**config.mk**
```make
export PLATFORM = sky130hd
export DESIGN_NAME = first_fit_block_allocator
export DESIGN_NICKNAME = d
export VERILOG_FILES = /design/src/ffba_pkg.sv /design/src/ffba_datapath.sv /design/src/ffba_ctrl.sv /design/src/first_fit_block_allocator.sv
export SDC_FILE = /design/constraint.sdc
export NUM_CORES = 2
export LEC_CHECK = 0
export ABC_CLOCK_PERIOD_IN_PS = 13100
export BUFFER_PORTS_ARGS = -buffer_cell sky130_fd_sc_hd__buf_2
export CORE_ASPECT_RATIO = 0.7
export CORE_MARGIN = 5
export CORE_UTILIZATION = 40
export CTS_BUF_LIST = sky130_fd_sc_hd__clkbuf_4
export DETAILED_ROUTE_END_ITERATION = 6
export PLACE_DENSITY_LB_ADDON = 0.05
export SLEW_MARGIN = 20
export SYNTH_ARGS = -nofsm -noshare
export SYNTH_HDL_FRONTEND = slang
export SYNTH_SLANG_ARGS = --single-unit
```
**constraint.sdc**
```tcl
create_clock -name clk -period 13.1 [get_ports clk]
set_input_delay 2.62 -clock clk [delete_from_list [all_inputs] [get_ports clk]]
set_output_delay 2.62 -clock clk [all_outputs]
set_load 0.005 [all_outputs]
```
**src/ffba_pkg.sv**
```systemverilog
// shared types and constants for the first-fit block allocator
// no dependencies; imported by every module of the block
`timescale 1ns / 1ps

package ffba_pkg;

  // table geometry and block layout
  localparam int MAX_BLOCKS    = 64;
  localparam int HEADER_BYTES  = 8;
  localparam int TRAILER_BYTES = 4;
  localparam int IDX_W         = $clog2(MAX_BLOCKS);
  localparam int CNT_W         = $clog2(MAX_BLOCKS + 1);

  // configuration port
  localparam int CFG_IDX_W  = 1;
  localparam int CFG_DATA_W = 32;
  localparam logic [CFG_IDX_W-1:0] REG_HEAP_BASE  = 1'b0;
  localparam logic [CFG_IDX_W-1:0] REG_HEAP_LIMIT = 1'b1;

  typedef enum logic {
    OP_ALLOC = 1'b0,
    OP_FREE  = 1'b1
  } opcode_t;

  typedef enum logic [1:0] {
    ST_OK        = 2'd0,
    ST_ZERO_SIZE = 2'd1,
    ST_NO_SPACE  = 2'd2,
    ST_NOT_FOUND = 2'd3
  } status_t;

  // one request beat
  typedef struct packed {
    opcode_t     opcode;
    logic [31:0] request_size;
    logic [31:0] release_address;
  } req_t;

  // one result beat
  typedef struct packed {
    logic [31:0] granted_address;
    status_t     status;
    logic [31:0] used_bytes;
  } rsp_t;

  // controller to datapath
  typedef struct packed {
    logic load;
    logic advance;
    logic take_hit;
    logic calc_end;
    logic append;
    logic fin_zero;
    logic fin_missing;
  } dp_cmd_t;

  // datapath to controller
  typedef struct packed {
    logic new_zero;
    logic is_free;
    logic at_end;
    logic hit;
  } dp_stat_t;

endpackage

```
**src/ffba_datapath.sv**
```systemverilog
// allocator datapath: config registers, block table, walk pointer and accounting
// depends on ffba_pkg; driven by ffba_ctrl commands
`timescale 1ns / 1ps

module ffba_datapath (
  input  logic                            clk,
  input  logic                            rst,
  input  logic                            cfg_we,
  input  logic [ffba_pkg::CFG_IDX_W-1:0]  cfg_index,
  input  logic [ffba_pkg::CFG_DATA_W-1:0] cfg_data,
  input  ffba_pkg::req_t                  req,
  input  ffba_pkg::dp_cmd_t               cmd,
  output ffba_pkg::dp_stat_t              stat,
  output ffba_pkg::rsp_t                  rsp
);
  import ffba_pkg::*;

  logic [31:0]      heap_base;
  logic [31:0]      heap_limit;
  opcode_t          op;
  logic [31:0]      req_size;
  logic [31:0]      rel_addr;
  logic [CNT_W-1:0] idx;
  logic [CNT_W-1:0] idx_next;
  logic [31:0]      pos;
  logic [33:0]      end_sum;
  logic [31:0]      size_q;
  logic [31:0]      size_mem [MAX_BLOCKS];
  logic [MAX_BLOCKS-1:0] block_busy;
  logic [CNT_W-1:0] block_count;
  logic [31:0]      bump_offset;
  logic [31:0]      used_count;
  logic [31:0]      used_next;
  logic             fits;
  rsp_t             rsp_q;

  // configuration writes
  always_ff @(posedge clk) begin
    if (rst) begin
      heap_base  <= '0;
      heap_limit <= '1;
    end else if (cfg_we) begin
      case (cfg_index)
        REG_HEAP_BASE:  heap_base  <= cfg_data;
        REG_HEAP_LIMIT: heap_limit <= cfg_data;
        default: ;
      endcase
    end
  end

  // walk index, read address runs one step ahead of the registered size
  always_comb begin
    idx_next = idx;
    if (cmd.load) begin
      idx_next = '0;
    end else if (cmd.advance) begin
      idx_next = idx + CNT_W'(1);
    end
  end

  // status back to the controller
  assign fits = (block_count != CNT_W'(MAX_BLOCKS)) && (end_sum < {2'b00, heap_limit});
  always_comb begin
    stat.new_zero = (req.opcode == OP_ALLOC) && (req.request_size == '0);
    stat.is_free  = (op == OP_FREE);
    stat.at_end   = (idx == block_count);
    if (op == OP_ALLOC) begin
      stat.hit = !block_busy[idx[IDX_W-1:0]] && (size_q >= req_size);
    end else begin
      stat.hit = (pos + 32'(HEADER_BYTES)) == rel_addr;
    end
  end

  // used-byte accounting for the finishing step
  always_comb begin
    used_next = used_count;
    if (cmd.take_hit) begin
      if (op == OP_ALLOC) begin
        used_next = used_count + req_size + 32'(HEADER_BYTES);
      end else begin
        used_next = used_count - (size_q + 32'(HEADER_BYTES));
      end
    end else if (cmd.append && fits) begin
      used_next = used_count + req_size + 32'(HEADER_BYTES + TRAILER_BYTES);
    end
  end

  // block size table, one write and one registered read
  always_ff @(posedge clk) begin
    if (cmd.append && fits) begin
      size_mem[block_count[IDX_W-1:0]] <= req_size;
    end
    size_q <= size_mem[idx_next[IDX_W-1:0]];
  end

  // table control state and accounting
  always_ff @(posedge clk) begin
    if (rst) begin
      block_busy  <= '0;
      block_count <= '0;
      bump_offset <= '0;
      used_count  <= '0;
      idx         <= '0;
    end else begin
      idx        <= idx_next;
      used_count <= used_next;
      if (cmd.take_hit) begin
        block_busy[idx[IDX_W-1:0]] <= (op == OP_ALLOC);
      end
      if (cmd.append && fits) begin
        block_busy[block_count[IDX_W-1:0]] <= 1'b1;
        block_count <= block_count + CNT_W'(1);
        bump_offset <= bump_offset + req_size + 32'(HEADER_BYTES + TRAILER_BYTES);
      end
    end
  end

  // request latch, walk address and bump end check
  always_ff @(posedge clk) begin
    if (cmd.load) begin
      op       <= req.opcode;
      req_size <= req.request_size;
      rel_addr <= req.release_address;
      pos      <= heap_base;
    end else if (cmd.advance) begin
      pos <= pos + size_q + 32'(HEADER_BYTES + TRAILER_BYTES);
    end
    if (cmd.calc_end) begin
      end_sum <= {2'b00, heap_base} + {2'b00, bump_offset} + {2'b00, req_size}
                 + 34'(HEADER_BYTES);
    end
  end

  // result register
  always_ff @(posedge clk) begin
    if (cmd.fin_zero) begin
      rsp_q.granted_address <= '0;
      rsp_q.status          <= ST_ZERO_SIZE;
      rsp_q.used_bytes      <= used_next;
    end else if (cmd.take_hit) begin
      rsp_q.granted_address <= (op == OP_ALLOC) ? pos + 32'(HEADER_BYTES) : '0;
      rsp_q.status          <= ST_OK;
      rsp_q.used_bytes      <= used_next;
    end else if (cmd.append) begin
      rsp_q.granted_address <= fits ? heap_base + bump_offset + 32'(HEADER_BYTES) : '0;
      rsp_q.status          <= fits ? ST_OK : ST_NO_SPACE;
      rsp_q.used_bytes      <= used_next;
    end else if (cmd.fin_missing) begin
      rsp_q.granted_address <= '0;
      rsp_q.status          <= ST_NOT_FOUND;
      rsp_q.used_bytes      <= used_next;
    end
  end

  assign rsp = rsp_q;

endmodule

```
**src/ffba_ctrl.sv**
```systemverilog
// allocator controller: sequences accept, table walk, append and result strobe
// depends on ffba_pkg; drives ffba_datapath
`timescale 1ns / 1ps

module ffba_ctrl (
  input  logic               clk,
  input  logic               rst,
  input  logic               start,
  input  ffba_pkg::dp_stat_t stat,
  output ffba_pkg::dp_cmd_t  cmd,
  output logic               busy,
  output logic               done
);
  import ffba_pkg::*;

  typedef enum logic [1:0] {
    S_IDLE,
    S_WALK,
    S_APPEND
  } state_t;

  state_t state;
  state_t state_next;
  logic   finish;

  // next state and datapath commands
  always_comb begin
    cmd        = '0;
    state_next = state;
    case (state)
      S_IDLE: begin
        if (start) begin
          if (stat.new_zero) begin
            cmd.fin_zero = 1'b1;
          end else begin
            cmd.load   = 1'b1;
            state_next = S_WALK;
          end
        end
      end
      S_WALK: begin
        if (stat.at_end) begin
          if (stat.is_free) begin
            cmd.fin_missing = 1'b1;
            state_next      = S_IDLE;
          end else begin
            cmd.calc_end = 1'b1;
            state_next   = S_APPEND;
          end
        end else if (stat.hit) begin
          cmd.take_hit = 1'b1;
          state_next   = S_IDLE;
        end else begin
          cmd.advance = 1'b1;
        end
      end
      S_APPEND: begin
        cmd.append = 1'b1;
        state_next = S_IDLE;
      end
      default: begin
        state_next = S_IDLE;
      end
    endcase
  end

  assign finish = cmd.fin_zero | cmd.take_hit | cmd.append | cmd.fin_missing;
  assign busy   = (state != S_IDLE);

  // state and result strobe
  always_ff @(posedge clk) begin
    if (rst) begin
      state <= S_IDLE;
      done  <= 1'b0;
    end else begin
      state <= state_next;
      done  <= finish;
    end
  end

endmodule

```
**src/first_fit_block_allocator.sv**
```systemverilog
// First-fit heap allocator over an ordered table of up to 64 blocks. A request beat is
// taken when start is high and busy is low; its result appears on rsp for exactly one
// cycle with done high and must be captured then, since the block cannot be held off.
// A zero-size allocate answers on the cycle after acceptance. Any other request walks
// the block table one entry per cycle from the first block, limited by the single read
// port of the block size memory: a hit answers once its entry is checked, a free that
// matches nothing answers once the walk reaches block_count, and an allocate that falls
// through computes the bump end and appends in S_APPEND before it answers. For a walk,
// busy is high from the cycle after acceptance until the result cycle, when a new request
// may be taken; a zero-size allocate never raises busy. The user must write heap_base and
// heap_limit only while busy is low and no result is pending. The block itself does not
// enforce this. Depends on ffba_pkg, ffba_ctrl and ffba_datapath.
`timescale 1ns / 1ps

module first_fit_block_allocator (
  input  logic                            clk,
  input  logic                            rst,
  input  logic                            start,
  output logic                            busy,
  input  ffba_pkg::req_t                  req,
  output logic                            done,
  output ffba_pkg::rsp_t                  rsp,
  input  logic                            cfg_we,
  input  logic [ffba_pkg::CFG_IDX_W-1:0]  cfg_index,
  input  logic [ffba_pkg::CFG_DATA_W-1:0] cfg_data
);
  import ffba_pkg::*;

  dp_cmd_t  cmd;
  dp_stat_t stat;

  // sequencing
  ffba_ctrl u_ctrl (
    .clk   (clk),
    .rst   (rst),
    .start (start),
    .stat  (stat),
    .cmd   (cmd),
    .busy  (busy),
    .done  (done)
  );

  // table and arithmetic
  ffba_datapath u_dp (
    .clk       (clk),
    .rst       (rst),
    .cfg_we    (cfg_we),
    .cfg_index (cfg_index),
    .cfg_data  (cfg_data),
    .req       (req),
    .cmd       (cmd),
    .stat      (stat),
    .rsp       (rsp)
  );

endmodule

```
==> qor.txt <==
status - complete, but fails checks
violated checks - design-rule violations
vias in the first global route - 78900
final instance area - 129000 um^2
clock tree buffer depth - 4
RSZ-0062 raised after global routing - false
pre-CTS setup slack - 4.10 ns
remaining antenna violation count - 0
DR WL/cell - 31.9 um
core area - 285000 um^2
Worst Hold Depth - 1
Cells after Synth - 9339
Cell Count Post-Placement - 13100
post-DP HPWL - 282 mm
Die X - 649 um
clock latency on the worst-skew pair - 1.45 ns
share of layout cells above drive strength 1 - 0.163
Seq/Total Area, Yosys - 0.630
R2R cell count - 17
gr ovfl total - 0
setup TNS - 0 ns
post-synthesis net count - 9888
Layout area overhead - 12.5%
first-pass GRT wire length - 626 mm
Nets - 10400
GRT Util Overall - 0.296
antenna violations before repair - 60
Pwr Density - 129 nW/um^2
Worst R2R Start - u_dp.pos[3]
Worst setup EP type - flop
DRC Markers - 3
WL met2 - 181 mm
via count - 84200
EDFF count, synth - 2211
final worst slack - 4.11 ns
Tcrit/Tclk final - 0.686
critical path startpoint category - flop
peak supply drop - 0.0000755 V
Metal-1 WL - 209 mm
pin count of the biggest net entering global routing - 134
port buffer count - 169
leakage - 46.7 nW
YS warnings - 0
Post-Route WL - 453 mm
number of gates resized after CTS - 0
Max-slew headroom - 0.0899
Layout Utilization - 0.451
Clock transition at path regs - 0.06 ns
vias per std cell - 5.93
Starting Density - 0.401
reg2reg setup slack - 4.11 ns
# Post-CTS Setup Buffers - 0
worst hold margin - 0.466 ns
Worst EP required - 14.43 ns
# fillers - 26700
CP Launch Point - u_dp.pos[3]
area of the mapped netlist - 114000 um^2
Hold-fix buffers, CTS - 0
Die H - 457 um
routed wl met3 - 51.9 mm
critical path endpoint - u_dp.size_q[3]
FF-to-FF End - u_dp.size_q[3]
I/O Pins - 170
drt pass-1 iters - 7
clock root buffer - clkbuf_4
Seq cells post-synth - 2486
die area - 296000 um^2
FMAX - 0.111 GHz
Worst Hold Class - flop to flop
Total Power - 16.6 mW
final setup vio count - 0
hold path startpoint - u_dp.heap_limit[13]
fin. max-slew vios - 0
final hold vios - 0
Unique masters post-synth - 108
Mapped Avg Cell Area - 12.2 um^2
CTS Buf Count - 642
Std-Cell Rows - 164
CP Class - flop to flop
Primary FF master, synth - edfxtp_1
H-tree Lvls - 6
crit-path max FO - 55
Clock Sinks - 2486
CP arrival - 10.32 ns
CTS tree - yes
max cap viols - 0
clk_skew - 0.135 ns
non-filler cells, final - 14200
Slew @ Worst Pin - 1.37 ns
min Tclk post-route - 8.99 ns
Cell Area, Placed - 120000 um^2
asr flop ratio synth - 0
Final GP Congestion - 0.908
Max Used Layer - met5
Initial DRC Count - 10700
-- per-layer routing --
layer	global-route usage	vias up
li1	-	36700
met1	0.450	42500
met2	0.403	4279
met3	0.0950	670
met4	0.0750	28
met5	0	-
-- power by group --
part           leakage, nW  internal [mW]  switching (mW)
Clock                 4.85           3.57            3.35
Combinational         19.6          0.280           0.625
Sequential            22.2           8.71          0.0795
Total                 46.7           12.6            4.05
-- sequential cells by signal, indices dropped and copies added (netlist names), 32 cells and up --
| signal | count |
|---|---|
| u_dp.size_mem | 2048 |
| u_dp.block_busy | 64 |
| u_dp.rel_addr | 32 |
| u_dp.rsp | 66 |
| u_dp.used_count | 32 |
| u_dp.size_q | 32 |
| u_dp.bump_offset | 32 |
| u_dp.heap_base | 32 |
| u_dp.end_sum | 34 |
| u_dp.pos | 32 |
| u_dp.req_size | 32 |
| u_dp.heap_limit | 32 |
-- synthesized netlist by cell type, types with 23 or more instances --
cell type | n | share of area
a311oi_1 | 62 | 0.0048
mux2i_1 | 210 | 0.018
o21ai_0 | 251 | 0.011
nor2b_1 | 58 | 0.0032
buf_4 | 23 | 0.0015
a2111oi_0 | 24 | 0.0018
mux2_2 | 42 | 0.0041
or3_1 | 45 | 0.0025
o31ai_1 | 36 | 0.0024
and3_1 | 332 | 0.018
a22oi_1 | 32 | 0.0021
buf_2 | 218 | 0.0096
a221oi_1 | 48 | 0.0037
nand3_1 | 319 | 0.014
nand2b_1 | 41 | 0.0022
dfxtp_1 | 275 | 0.048
o21bai_1 | 25 | 0.0016
nor3_1 | 103 | 0.0045
a211oi_1 | 334 | 0.022
a31oi_1 | 228 | 0.012
a21oi_1 | 461 | 0.020
ha_1 | 411 | 0.045
xnor2_1 | 193 | 0.015
nand4_1 | 54 | 0.0030
a211o_1 | 45 | 0.0035
buf_1 | 51 | 0.0017
edfxtp_1 | 2211 | 0.58
nor2_1 | 411 | 0.014
fa_1 | 36 | 0.0063
a31o_2 | 26 | 0.0020
clkbuf_1 | 250 | 0.0082
o211ai_1 | 38 | 0.0025
nor4_1 | 62 | 0.0034
nand2_1 | 1371 | 0.045
xor2_1 | 113 | 0.0087
o221ai_1 | 33 | 0.0025
a21o_1 | 63 | 0.0041
o21a_1 | 26 | 0.0017
o22ai_1 | 63 | 0.0035
inv_1 | 359 | 0.012
-- cell families after synthesis --
kind of cell	share of synthesized area
simple gates	0.120
flops	0.630
compound gates	0.118
buf+inv	0.0332
fa+ha+maj	0.0513
xor+xnor	0.0239
mux	0.0235
-- final cells by class --
cell class,instances,area [um^2],share of cell area
inverters,359,1350,0.0105
diodes,52,130,0.00101
clock inverters,111,762,0.00593
well taps,3818,4780,0.0372
multi-input cells,5948,39100,0.304
flip-flops and latches,2486,71900,0.559
clock buffers,977,7330,0.0571
repair buffers,456,3180,0.0247
-- cells in the final DEF (no fill, tap or decap), types with 168 or more instances in the layout --
master	synthesis	final
buf_2	218	168
and3_1	332	332
nand2_1	1371	1369
xnor2_1	193	193
inv_1	359	324
a31oi_1	228	225
dfxtp_1	275	274
buf_4	23	271
mux2i_1	210	206
clkbuf_4	0	977
a211oi_1	334	334
nand3_1	319	319
a21oi_1	461	457
nor2_1	411	382
ha_1	411	411
o21ai_0	251	248
edfxtp_1	2211	2211
-- worst min-delay path by stage --
stage / end / slack, ns
CTS: u_dp.heap_limit[9] / 0.47
global placement: u_dp.heap_limit[17] / 0.45
detailed placement: u_dp.heap_limit[9] / 0.45
finish: u_dp.heap_limit[13] / 0.47
global route: u_dp.heap_limit[9] / 0.48
floorplan: u_dp.heap_limit[10] / 0.44
-- worst max-delay path, cell delays in order, from the launching register on --
cell and delay [ns]:
edfxtp_1 0.49, ha_1 0.24, nand3_2 0.27, nor4_4 1.01
nand2_1 0.44, xnor2_1 0.27, a22oi_1 0.11, nor4_1 0.65
nand3_1 0.61, nand3_4 0.65, and2_4 0.64, buf_4 0.81
buf_4 0.79, nand2_1 0.13, a31o_2 0.26, a22o_1 0.27
nor4_1 0.92, o211a_1 0.26
Power figures use the tool's default switching activity.
